--- config.mk ---
export PLATFORM = sky130hd
export DESIGN_NAME = sru_out_fifo_flat
export DESIGN_NICKNAME = d
export VERILOG_FILES = /design/src/sru_pkg.sv /design/src/sru_out_if.sv /design/src/sru_out_fifo.sv /design/src/flat_wrapper.sv
export VERILOG_INCLUDE_DIRS = /design/src /design/src/src
export SDC_FILE = /design/constraint.sdc
export NUM_CORES = 1
export LEC_CHECK = 0
export ABC_AREA = 1
export BUFFER_PORTS_ARGS = -buffer_cell sky130_fd_sc_hd__clkbuf_2
export CORE_MARGIN = 2
export CORE_UTILIZATION = 50
export CTS_CLUSTER_DIAMETER = 50
export DETAILED_ROUTE_END_ITERATION = 10
export MAX_ROUTING_LAYER = met4
export PLACE_DENSITY_LB_ADDON = 0.15
export SETUP_SLACK_MARGIN = 0.05
export SLEW_MARGIN = 20
export SYNTH_ARGS = -nofsm -noshare
export SYNTH_HDL_FRONTEND = slang
export SYNTH_SLANG_ARGS = --single-unit
--- constraint.sdc ---
create_clock -name clk -period 5 [get_ports clk]
set_input_delay 0.75 -clock clk [delete_from_list [all_inputs] [get_ports clk]]
set_output_delay 0.75 -clock clk [all_outputs]
set_load 0.02 [all_outputs]
--- src/assert_macros.svh ---
// ---------------------------------------------------------------------------
// Assertion macros
// Shared concurrent assertion forms for the SRU elementwise block.
// ---------------------------------------------------------------------------
`ifndef ASSERT_MACROS_SVH
`define ASSERT_MACROS_SVH

// Same-cycle implication, sampled on the rising edge, off during reset
`define SRU_ASSERT_IMPL(label, clk, rst, ante, cons) \
  label: assert property (@(posedge clk) disable iff (rst) (ante) |-> (cons)) \
    else $error("SRU assertion failed");

// Next-cycle implication
`define SRU_ASSERT_NEXT(label, clk, rst, ante, cons) \
  label: assert property (@(posedge clk) disable iff (rst) (ante) |=> (cons)) \
    else $error("SRU assertion failed");

// Invariant checked at every edge
`define SRU_ASSERT_ALWAYS(label, clk, rst, cond) \
  label: assert property (@(posedge clk) disable iff (rst) (cond)) \
    else $error("SRU assertion failed");

`endif

--- src/sru_pkg.sv ---
// ---------------------------------------------------------------------------
// SRU package
// Widths, command codes, activation knot tables and fixed-point helpers.
// ---------------------------------------------------------------------------
package sru_pkg;

  // Storage and field widths
  localparam int POSITIONS = 4096;
  localparam int ADDR_W    = (POSITIONS > 1) ? $clog2(POSITIONS) : 1;
  localparam int POS_W     = 12;
  localparam int DATA_W    = 16;
  localparam int FRAC_W    = 12;
  localparam int ROUND_HALF = 1 << (FRAC_W - 1);

  // Piecewise-linear activations (segment count is a power of two)
  localparam int ACT_SEGMENTS = 64;
  localparam int SEL_W     = $clog2(ACT_SEGMENTS);
  localparam int KIDX_W    = SEL_W + 1;
  localparam int OFF_W     = 16 - SEL_W;
  localparam int KNOT_W    = 14;
  localparam int PROD_W    = KNOT_W + OFF_W + 2;
  localparam int OFF_MASK  = (1 << OFF_W) - 1;

  // Result queue
  localparam int OUT_DEPTH = 16;
  localparam int OUT_PTR_W = $clog2(OUT_DEPTH);
  localparam int OUT_CNT_W = OUT_PTR_W + 1;

  // Commands
  localparam logic CMD_LOAD = 1'b0;
  localparam logic CMD_STEP = 1'b1;

  typedef logic signed [DATA_W-1:0] q12_t;
  typedef logic signed [KNOT_W-1:0] knot_t;
  typedef knot_t knot_tab_t [ACT_SEGMENTS+1];

  localparam q12_t Q12_MAX = 16'sh7FFF;
  localparam q12_t Q12_MIN = 16'sh8000;

  typedef struct packed {
    knot_t                   y0;
    logic signed [KNOT_W:0]  dy;
    logic [OFF_W-1:0]        off;
  } pwl_seg_t;

  typedef struct packed {
    q12_t             hidden_out;
    logic [POS_W-1:0] out_position;
  } out_beat_t;

  localparam logic [63:0] Q30_ONE = 64'd1 << 30;

  // exp(-a) for a in Q12, result Q30: fourth-order series then eight squarings
  function automatic logic [63:0] exp_neg_q30(input logic [63:0] a);
    logic [63:0] y, y2, y3, y4, v;
    int i;
    y  = a << 10;
    y2 = (y * y) >> 30;
    y3 = (y2 * y) >> 30;
    y4 = (y3 * y) >> 30;
    v  = Q30_ONE + y2 / 2 + y4 / 24 - y - y3 / 6;
    for (i = 0; i < 8; i++) begin
      v = (v * v) >> 30;
    end
    return v;
  endfunction

  // Restoring long division for building the knot tables
  function automatic logic [63:0] long_div(input logic [63:0] num, input logic [63:0] den);
    logic [63:0] q;
    logic [64:0] rem;
    int i;
    q   = '0;
    rem = '0;
    for (i = 63; i >= 0; i--) begin
      rem = {rem[63:0], num[i]};
      if (rem >= {1'b0, den}) begin
        rem  = rem - {1'b0, den};
        q[i] = 1'b1;
      end
    end
    return q;
  endfunction

  // Knot values over [-8,8], rounded to Q.12
  function automatic knot_tab_t build_knots(input logic is_tanh);
    knot_tab_t   tab;
    int          k;
    longint      x;
    logic [63:0] a, e, den, p;
    for (k = 0; k <= ACT_SEGMENTS; k++) begin
      x = (longint'(k) * 65536) / ACT_SEGMENTS - 32768;
      a = 64'((x < 0) ? -x : x);
      if (is_tanh) begin
        e   = exp_neg_q30(a << 1);
        den = Q30_ONE + e;
        p   = long_div(((Q30_ONE - e) << 12) + den / 2, den);
        tab[k] = (x >= 0) ? KNOT_W'(p) : KNOT_W'(64'd0 - p);
      end else begin
        e   = exp_neg_q30(a);
        den = Q30_ONE + e;
        p   = long_div((Q30_ONE << 12) + den / 2, den);
        tab[k] = (x >= 0) ? KNOT_W'(p) : KNOT_W'(64'd4096 - p);
      end
    end
    return tab;
  endfunction

  localparam knot_tab_t SIG_KNOTS  = build_knots(1'b0);
  localparam knot_tab_t TANH_KNOTS = build_knots(1'b1);

  function automatic q12_t sat16(input logic signed [31:0] v);
    q12_t r;
    if (v > 32'(Q12_MAX)) begin
      r = Q12_MAX;
    end else if (v < 32'(Q12_MIN)) begin
      r = Q12_MIN;
    end else begin
      r = v[DATA_W-1:0];
    end
    return r;
  endfunction

  function automatic q12_t sat_add(input q12_t a, input q12_t b);
    logic signed [31:0] s;
    s = 32'(a) + 32'(b);
    return sat16(s);
  endfunction

  // Segment select and knot lookup for one activation input
  function automatic pwl_seg_t pwl_seg(input q12_t x, input logic use_tanh);
    logic [15:0]       u;
    logic [KIDX_W-1:0] k0, k1;
    knot_t             y0, y1;
    pwl_seg_t          seg;
    u  = {~x[DATA_W-1], x[DATA_W-2:0]};
    k0 = {1'b0, u[15 -: SEL_W]};
    k1 = k0 + 1'b1;
    y0 = use_tanh ? TANH_KNOTS[k0] : SIG_KNOTS[k0];
    y1 = use_tanh ? TANH_KNOTS[k1] : SIG_KNOTS[k1];
    seg.y0  = y0;
    seg.dy  = $signed({y1[KNOT_W-1], y1}) - $signed({y0[KNOT_W-1], y0});
    seg.off = u[OFF_W-1:0];
    return seg;
  endfunction

  function automatic logic signed [PROD_W-1:0] pwl_mul(input pwl_seg_t seg);
    return PROD_W'($signed(seg.dy)) * PROD_W'($signed({1'b0, seg.off}));
  endfunction

  // Add the interpolated step, quotient truncated toward zero
  function automatic knot_t pwl_finish(input knot_t y0, input logic signed [PROD_W-1:0] prod);
    logic signed [PROD_W-1:0] adj;
    adj = prod[PROD_W-1] ? (prod + PROD_W'(OFF_MASK)) : prod;
    return y0 + KNOT_W'(adj >>> OFF_W);
  endfunction

  // g*a + (1-g)*b as g*(a-b) + b, rounded half up, saturated
  function automatic q12_t blend(input knot_t g, input q12_t a, input q12_t b);
    logic signed [DATA_W:0] d;
    logic signed [31:0]     t;
    d = $signed({a[DATA_W-1], a}) - $signed({b[DATA_W-1], b});
    t = 32'(g) * 32'(d) + (32'(b) <<< FRAC_W) + 32'(ROUND_HALF);
    return sat16(t >>> FRAC_W);
  endfunction

endpackage

--- src/sru_out_if.sv ---
// ---------------------------------------------------------------------------
// SRU output channel
// Valid/ready channel carrying one hidden output beat.
// ---------------------------------------------------------------------------
interface sru_out_if;
  import sru_pkg::*;

  logic             valid;
  logic             ready;
  q12_t             hidden_out;
  logic [POS_W-1:0] out_position;

  modport source (output valid, hidden_out, out_position, input ready);
  modport sink   (input valid, hidden_out, out_position, output ready);
endinterface

--- src/sru_out_fifo.sv ---
// ---------------------------------------------------------------------------
// SRU result queue
// Small FIFO between the datapath and the output channel.
// ---------------------------------------------------------------------------
`include "assert_macros.svh"

module sru_out_fifo (
  input  logic                           clk,
  input  logic                           rst,
  input  logic                           push,
  input  sru_pkg::out_beat_t             push_beat,
  output logic [sru_pkg::OUT_CNT_W-1:0]  count,
  sru_out_if.source                      result
);
  import sru_pkg::*;

  out_beat_t            entries [OUT_DEPTH];
  logic [OUT_PTR_W-1:0] wr_ptr;
  logic [OUT_PTR_W-1:0] rd_ptr;
  logic                 pop;

  assign pop                 = result.valid && result.ready;
  assign result.valid        = (count != '0);
  assign result.hidden_out   = entries[rd_ptr].hidden_out;
  assign result.out_position = entries[rd_ptr].out_position;

  // Store pushed beats
  always_ff @(posedge clk) begin
    if (push) begin
      entries[wr_ptr] <= push_beat;
    end
  end

  // Advance pointers and occupancy
  always_ff @(posedge clk) begin
    if (rst) begin
      wr_ptr <= '0;
      rd_ptr <= '0;
      count  <= '0;
    end else begin
      if (push) begin
        wr_ptr <= wr_ptr + 1'b1;
      end
      if (pop) begin
        rd_ptr <= rd_ptr + 1'b1;
      end
      if (push && !pop) begin
        count <= count + 1'b1;
      end else if (pop && !push) begin
        count <= count - 1'b1;
      end
    end
  end

  `SRU_ASSERT_IMPL(a_no_overflow, clk, rst, push, count < OUT_CNT_W'(OUT_DEPTH))
  `SRU_ASSERT_NEXT(a_pop_drains, clk, rst, pop && !push, count == $past(count) - 1'b1)

endmodule

--- src/flat_wrapper.sv ---
// flat-port wrapper written by rule: the top's interface ports become plain ports
module sru_out_fifo_flat import sru_pkg::*;
  (clk, rst, push, push_beat, count, result_valid, result_hidden_out, result_out_position, result_ready);
  sru_out_if result_i ();
  input  logic clk;
  input  logic rst;
  input  logic push;
  input  sru_pkg::out_beat_t push_beat;
  output logic [sru_pkg::OUT_CNT_W-1:0] count;
  output wire logic [$bits(result_i.valid)-1:0] result_valid;
  output wire logic [$bits(result_i.hidden_out)-1:0] result_hidden_out;
  output wire logic [$bits(result_i.out_position)-1:0] result_out_position;
  input wire logic [$bits(result_i.ready)-1:0] result_ready;
  assign result_valid = result_i.valid;
  assign result_hidden_out = result_i.hidden_out;
  assign result_out_position = result_i.out_position;
  assign result_i.ready = result_ready;
  sru_out_fifo u_core (.clk(clk), .rst(rst), .push(push), .push_beat(push_beat), .count(count), .result(result_i));
endmodule
# Word-level counts from Yosys, hierarchy flattened
# Memory sizes are Yosys's and may differ from the RTL's. A register that Yosys moved wholly into a read port is not among the register bits.
# Index checks and enable logic that the tools add are counted.
[op_classes]
addsub = 4
muxes = 6
n_reduce_logical = 7
[ops]
columns = ["operator", "n"]
rows = [
  ["2-to-1 mux 5 bit", 2],
  ["adder 4 x 1 -> 4 bit, second input constant", 2],
  ["2-to-1 mux 4 bit", 2],
  ["adder 5 x 1 -> 5 bit, second input constant", 1],
  ["nonzero test 5 bit", 1],
  ["subtractor 5 x 1 -> 5 bit, second input constant", 1],
  ["logical AND 1 bit", 3],
  ["logical NOT 1 bit", 2],
  ["2-to-1 mux 1 bit", 2],
  ["nonzero test 2 bit", 1],
]
[word_totals]
regBits = 13
ram_bits = 448
in_bits = 32
out_inout_bits = 34
word_cells = 21
memories = 1
[memory_table]
columns = ["memory", "depth", "word_bits", "read_ports", "rd_clocked_by_memory_dff", "wr", "line_no", "source"]
rows = [
  ["u_core.entries", 16, 28, 1, 1, 1, "sru_out_fifo.sv:17", "out_beat_t entries [OUT_DEPTH];"],
]

# Depth between registers and ports, before layout
# Gate-level depths: netlist of the first run.
[depth]
depth_word = 5
ltp_mapped = 12
mapped_depth_nobuf = 12

# Least setup slack after synthesis of the first run
# Ideal clock, no wire load.
[synth_timing]
kind = "input port to flip-flop"
startpoint = "input port push"
endpoint = "memory u_core.entries[11][0] (netlist name) (enable)"
setup_ns = 0.413
arrival_time_ns = 2.379
required_time_ns = 4.587
setup_slack_ns = 2.208
path_stages = 3
path_buffers = 1
path_cell_list = "clkbuf_1 -> nand2_1 -> nor2_1"
[synth_between]
elab_chain_len = 2
[synth_rtl]
columns = ["element", "line_no", "source"]
rows = [
  ["start: declaration", "flat_wrapper.sv:7", "input logic push;"],
  ["2-to-1 mux 1 bit", "sru_out_fifo.sv:29", "if (push) begin"],
  ["2-to-1 mux 1 bit (not written as such)", "sru_out_fifo.sv:30", "entries[wr_ptr] <= push_beat;"],
  ["end: declaration", "sru_out_fifo.sv:17", ""],
]
# Every way passes these cells.

==> results by group, run 1 <==
Worst setup path
  • Critical path fanouts, max: 81
  • Crit Path Category: reg2out
  • Crit. End Element: output pin
  • CP most frequent cell: nand2_1
  • Flop2flop setup slack: 2.60 ns
  • CP Launch Type: register
  • Worst Path Arrival: 2.69 ns
  • Critical path cell sequence: inv_6 -> buf_4 -> nand2_1 -> nand2_1 -> nand2_1 -> nand3_1 -> nand3_1 -> nand2_1 -> clkbuf_2
  • Worst path slowest cell: buf_4
  • Worst EP required: 4.25 ns
  • Crit-path max cell delay: 0.50 ns

Clock network
  • CTS Buf Count: 50
  • Clock Path Buffers: 3
  • H-tree level count: 2
  • CTS Hold Bufs: 0
  • Clock transition at path regs: 0.06 ns
  • Sink Count: 465
  • CTS resizes: 0
  • Setup Fix Bufs, Post-CTS: 0
  • CTS tree: built
  • Later-pin clock latency in the skew report: 0.58 ns
  • Clock root cell: clkbuf_16

Floorplan
  • Die area: 41700 µm²
  • Die H: 204 µm
  • Row cnt: 73
  • I/O pin total: 66
  • Core ar.: 39600 µm²
  • DIE WIDTH: 204 µm
  • Starting density of the core: 50.6%

Synth
  • Area contributors post-synth: edfxtp_1, nand2_1, nand3_1
  • Post-synth top area cell: edfxtp_1
  • Mapped cell area: 20100 µm²
  • Unique cell type count in the Yosys netlist: 21
  • Post-synthesis sequential area ratio: 68.7%
  • Synth Instances: 1934
  • Post-synth top cells: nand2_1, edfxtp_1, inv_1, nand3_1, buf_2
  • Number of flops mapped to enable cells by yosys: 448
  • Top_reg_cell synth: edfxtp_1
  • Async set-reset flop share out of synthesis: 0%
  • Yosys warns: 0
  • Avg Inst Size Synth: 10.4 µm²
  • #FFs+latches synth: 465
  • Most frequent cell after synthesis: nand2_1
  • Syn Nets: 1976
  • Yosys top cell area share: 67.1%

STA
  • Fin crit period: 3.44 ns
  • Setup_tns: 0 ns
  • Slew headroom: 27.2%
  • Final worst-path setup slack: 1.56 ns
  • RSZ-0062 raised after global routing: false
  • Crit share post-route: 68.8%
  • Final Setup Violations: 0
  • Least-Margin Pin Slew: 1.09 ns
  • Worst hold slack: 0.466 ns
  • Max-slew violations: 0
  • Final hold viol count: 0
  • Fmax: 291 MHz
  • Skew final: 0.00835 ns

Worst hold path
  • HP Class: in2reg

Final layout
  • Area delta synth->final: 12.1%
  • Layout cell share with drive strength beyond 1: 9.38%
  • Reg area: 13800 µm²
  • # diodes: 0
  • Fill cells: 3370
  • Multi-input combinational cell area: 4520 µm²
  • NumNets Final: 2028

Global routing
  • Initial antenna violation count: 0
  • First-pass GRT wire length: 72400 µm
  • Number of global-route vias before repair: 12548
  • Grt ovf: 0
  • Largest net degree at the start of global routing: 225
  • Gr usage total: 23.7%

Drt
  • Routed vias: 12947
  • DRT iter0 DRCs: 1172
  • Wire per inst: 18.2 µm
  • Via/cell ratio: 5.08
  • Antenna-violating nets left: 0
  • Post-route DRC: 0
  • Pre-Repair DR Iteration Count: 5
  • Total Wirelength: 46500 µm

Place
  • Dpl hpwl: 23400 µm
  • Worst slack, placed: 2.15 ns
  • RePlAce Congestion: 0.785
  • IO buf count: 65

Pwr
  • Max rail drop VDD: 0.316 mV
  • Leakage power: 9.60 nW
  • Pwr/cell area: 458 nW/µm²

Status
  • Status: finished clean

Job
  • Max Cap Viol: 0
cell families (layout without fill, tap and decap cells):
group	Yosys count	in the layout	synth area share, %
fa+ha+maj	10	10	0.661
compound gates	15	15	0.387
buf+inv	448	539	9.33
simple gates	993	993	20.7
xor+xnor	3	3	0.131
flops	465	465	68.7
worst paths after layout:
path	to	cells past startpoint	from
setup reg to reg	u_core.entries[2][3]	5	u_core.wr_ptr[0]
hold reg to reg	register	2	u_core.rd_ptr[1]
hold / removal	u_core.wr_ptr[1]	2	rst
setup / recovery	result_hidden_out[1]	9	register
layer usage:
metal  track usage (%)  up-vias  part of all wire, %
li1                  -     6347                    -
met1              30.9     6188                   44
met2              38.6      336                   48
met3              4.45       76                  5.7
met4              6.08        0                  2.2
met5                 -        -                    0
layout by cell type, fill, tap and decap left out, types with 4 or more instances in the layout:
cell type   netlist  layout
clkbuf_2          0      65
ha_1              9       9
dfxtp_1          17      13
nor2_4            0      16
buf_4            10      27
bufinv_16         0       4
clkinv_1          0       9
nand3_1         343     343
o21ai_0           6       6
a21oi_1           8       8
inv_1           352     351
clkinvlp_4        0       6
nor2_1           36      20
clkbuf_16         0      53
nand2_1         612     612
clkbuf_1         13      10
edfxtp_1        448     448
clkinv_2          0       6
power by group:
part	switching (W)	leakage, nW	internal [W]	total (W)
Clock	0.00150	0.779	0.00217	0.00367
Combinational	0.00156	4.63	0.000664	0.00223
Sequential	0.0000539	4.19	0.00435	0.00440
worst max-delay path, delay by kind of cell, from the launching register on:
| family | cells | cell delay, ns |
|---|---|---|
| buffers and inverters | 3 | 1.13 |
| AND/OR/NAND/NOR | 6 | 0.55 |
| flip-flops | 1 | 0.36 |
through the flow:
stage | std cells | instance area, µm² | total power, W | utilization (%)
2_1_floorplan | 1934 | 20100 | 0.00617 | -
3_3_place_gp | 2459 | 20900 | 0.00671 | 52.6
3_5_place_dp | 2459 | 20900 | 0.00672 | 52.6
4_1_cts | 2550 | 22500 | 0.0104 | 56.8
5_1_grt | 2550 | 22500 | 0.0108 | 56.8
6_report | 2550 | 22500 | 0.0103 | 56.8
state kept, by name, summed over array words and instances (netlist names), named ones only:
signal	flops
u_core.rd_ptr	4
u_core.count	5
u_core.wr_ptr	4
u_core.entries	448
area by class of cell:
| class | instances | area share, % |
|---|---|---|
| Clock buffer | 65 | 6.18 |
| Clock inverter | 26 | 1.07 |
| Inverter | 355 | 5.96 |
| Multi-Input combinational cell | 1021 | 20.1 |
| Sequential cell | 465 | 61.3 |
| Tap cell | 525 | 2.92 |
| Timing Repair Buffer | 93 | 2.44 |
(Power assumes the default switching activity.)
==> inputs of run 2 (changes only) <==
Settings changed: ABC_AREA 1 to 0.
Clock period 5 ns to 3.5 ns, I/O delays scaled along.
==> run 2 against run 1 <==
Effect of this change:
- via count shrank 36%
- cell count down 45%
- clock skew fell by 0.0014 ns
- register-to-register slack worse by 2.0 ns
- sequential power is 45% higher
- setup slack got worse by 1.2 ns
- largest cell class unchanged
- largest power group unchanged
==> results by group, run 2 <==
STA
  • Fin crit period: 3.12 ns
  • Fmax: 321 MHz
  • Crit share post-route: 89.0%
  • Setup_tns: 0 ns (unchanged)
  • RSZ-0062 raised after global routing: false
  • Max-slew violations: 0 (unchanged)
  • Final Setup Violations: 0 (unchanged)
  • Final hold viol count: 0 (unchanged)
  • Slew headroom: 51.7% (+24 points)
  • Skew final: 0.00692 ns (-0.00143 ns)
  • Least-Margin Pin Slew: 0.725 ns (-0.367 ns)

Final layout
  • Final core utilization: 58.5% (+1.7 points)
  • Finished Cell Area: 20200 µm² (-10%)
  • NumNets Final: 940 (-54%)
  • Top Registers: u_core.entries x448, u_core.count x5
  • Layout cell share with drive strength beyond 1: 32.8% (+23 points)
  • Most frequent cells in the layout: edfxtp_1, mux4_2, clkbuf_2, a22oi_1, clkbuf_16
  • Top reg by flops: u_core.entries
  • Most common cell after layout, fill and taps aside: edfxtp_1
  • Area delta synth->final: 14.7%
  • Fin cells: 1393 (-45%)
  • Max reg flops: 448 (unchanged)

Clock network
  • CTS tree: built
  • Clock Path Buffers: 3 (unchanged)
  • CTS Hold Bufs: 0 (unchanged)
  • Later-pin clock latency in the skew report: 0.54 ns (-0.04 ns)
  • CTS resizes: 0 (unchanged)
  • Clock root cell: clkbuf_16
  • Clock transition at path regs: 0.06 ns (about the same)
  • Setup Fix Bufs, Post-CTS: 0 (unchanged)
  • CTS Buf Count: 49 (-2.0%)
  • H-tree level count: 2 (unchanged)
  • Sink Count: 465 (unchanged)

Floorplan
  • Die area: 36800 µm² (-12%)
  • Starting density of the core: 51.0% (+0.37 points)
  • Die H: 192 µm (-6.1%)
  • DIE WIDTH: 192 µm (-6.1%)
  • Row cnt: 68 (-6.8%)
  • Core ar.: 34600 µm² (-13%)
  • I/O pin total: 66 (unchanged)

Worst setup path
  • Critical Path Stages: 5 (-4)
  • Worst R2R Start: u_core.count[1]
  • FF-to-FF End: u_core.count[4]
  • Crit Path Category: reg2out
  • CP Launch Type: register
  • Family with the most delay on the worst path: flip-flops
  • Worst EP required: 2.97 ns (-1.28 ns)
  • Worst Path Arrival: 2.59 ns (-0.10 ns)
  • Critical path fanouts, max: 43 (-47%)
  • Crit-path max cell delay: 0.80 ns (+0.30 ns)
  • Critical path cell sequence: buf_4 -> mux4_2 -> a22oi_1 -> nand2_1 -> clkbuf_2
  • Worst path slowest cell: dfxtp_4
  • Crit path buf inv count: 2 (-1)
  • Critical Path Sink: result_out_position[11]
  • Flop2flop setup slack: 0.65 ns (-1.95 ns)
  • Crit. End Element: output pin
  • R2R cell count: 9 (+4)

Place
  • IO buf count: 65 (unchanged)
  • DP Area: 18700 µm² (-10%)
  • Dpl hpwl: 21000 µm (-10%)
  • Placed cells: 1302 (-47%)
  • RePlAce Congestion: 0.767 (-2.4%)

Synth
  • Mapped cell area: 17700 µm² (-12%)
  • Post-synth top area cell: edfxtp_1
  • Unique cell type count in the Yosys netlist: 36 (+71%)
  • Syn Nets: 829 (-58%)
  • Most frequent cell after synthesis: edfxtp_1
  • Top_reg_cell synth: edfxtp_1
  • Synth Instances: 787 (-59%)
  • Yosys warns: 0 (unchanged)
  • Area contributors post-synth: edfxtp_1, mux4_2, a22oi_1
  • Yosys top cell area share: 76.2% (+9.2 points)
  • Post-synthesis sequential area ratio: 78.1% (+9.4 points)
  • Async set-reset flop share out of synthesis: 0% (unchanged)
  • Post-synth top cells: edfxtp_1, mux4_2, a22oi_1, nand2_1, nor2_1
  • Avg Inst Size Synth: 22.4 µm² (+120%)
  • Number of flops mapped to enable cells by yosys: 448 (unchanged)
  • #FFs+latches synth: 465 (unchanged)

Pwr
  • Final Power: 0.0140 W (+36%)
  • Leakage power: 6.56 nW (-32%)
  • Sequential share of power: 45.8% (+3.1 points)
  • Combinational share of power: 19.3% (-2.3 points)
  • Clk pwr share: 34.9% (-0.7 points)
  • Max rail drop VDD: 0.440 mV (+39%)
  • Net Sw Frac: 25.6% (-4.7 points)
  • Switch Pwr: 0.00357 W (+14%)
  • Pint: 0.0104 W (+45%)
  • Pwr/cell area: 690 nW/µm² (+51%)

Global routing
  • Number of global-route vias before repair: 8859 (-29%)
  • Initial antenna violation count: 1 (+1)
  • Grt ovf: 0 (unchanged)
  • First-pass GRT wire length: 55400 µm (-24%)
  • Gr usage total: 21.6% (-2.1 points)
  • Largest net degree at the start of global routing: 44 (-80%)

Drt
  • Pre-Repair DR Iteration Count: 5 (unchanged)
  • Wire per inst: 26.9 µm (+47%)
  • DRT iter0 DRCs: 721 (-38%)
  • Via/cell ratio: 5.93 (+17%)
  • Antenna-violating nets left: 0 (unchanged)
  • Post-route DRC: 0 (unchanged)
  • Routed vias: 8254 (-36%)
  • Total Wirelength: 37400 µm (-20%)

Status
  • Status: finished clean

Job
  • Max Cap Viol: 0 (unchanged)

Worst hold path
  • HP Class: in2reg
==> run 2: changes by cell type in the layout (fill, tap and decap cells not counted), sizes merged, moves of 17 or more <==
cell / previous run / this run
a22oi: 0 / 56
nand3: 343 / 1
nand2: 612 / 31
mux4: 0 / 112
nor2: 36 / 18
and2: 0 / 17
inv: 356 / 7
==> run 2: worst min-delay path by stage <==
| stage | start | endpoint | depth (start not counted) |
|---|---|---|---|
| after floorplan | u_core.rd_ptr[3] | register | 2 |
| after global placement | u_core.count[2] | u_core.count[2] | 2 |
| after detailed placement | u_core.rd_ptr[3] | u_core.rd_ptr[3] | 2 |
| after CTS | push_beat[8] | u_core.entries[10][8] | 1 |
| after global routing | push_beat[15] | u_core.entries[8][15] | 1 |
| final | push | u_core.wr_ptr[0] | 3 |
==> run 2: worst reg2reg max path: stages, from the launching register on <==
cell and delay (ns):
dfxtp_1 0.35, or4_1 0.63, o21ai_2 0.23, ha_1 0.22
inv_1 0.12, ha_1 0.35, a21oi_1 0.20, a211oi_1 0.10
a31oi_1 0.18, mux2_2 0.36
==> run 2: power by group through the flow <==
stage               sequential, W  clock (W)  combinational (W)
floorplan                 0.00640          0            0.00215
global placement          0.00651          0            0.00269
detailed placement        0.00652          0            0.00275
CTS                       0.00640    0.00497            0.00276
global route              0.00642    0.00519            0.00290
finish                    0.00640    0.00487            0.00270
==> run 2: cell type report <==
cell class	instances	area (µm²)
Clock buffer	59	1310
Tap cell	455	569
Clock inverter	31	224
Sequential cell	465	13800
Timing Repair Buffer	100	676
Fill cell	2482	14400
Inverter	3	11.3
Antenna cell	1	2.50
Multi-Input combinational cell	279	3660
==> run 2: through the flow <==
stage / setup WS, ns / hold WS (ns)
2_1_floorplan: 0.844 / 0.485
3_3_place_gp: 0.778 / 0.521
3_5_place_dp: 0.689 / 0.544
4_1_cts: 0.319 / 0.344
5_1_grt: 0.224 / 0.380
6_report: 0.384 / 0.361
==> run 2: cell families (layout without fill, tap and decap cells) <==
family / Yosys count / after routing / synth area share [%]
compound gates: 65 / 65 / 2.72
xor+xnor: 8 / 8 / 0.397
fa+ha+maj: 10 / 10 / 0.751
buf+inv: 43 / 193 / 1.29
flops: 465 / 465 / 78.1
mux: 116 / 116 / 14.5
other cells: 0 / 1 / 0
simple gates: 80 / 80 / 2.18
==> run 2: routing by layer <==
metal | GRT usage [%] | wire (µm) | share of wire (%)
met4 | 5.06 | 763 | 2.0
met1 | 28.3 | 15600 | 42
met3 | 3.42 | 1860 | 5.0
met5 | - | 0 | 0
met2 | 36.1 | 19200 | 51
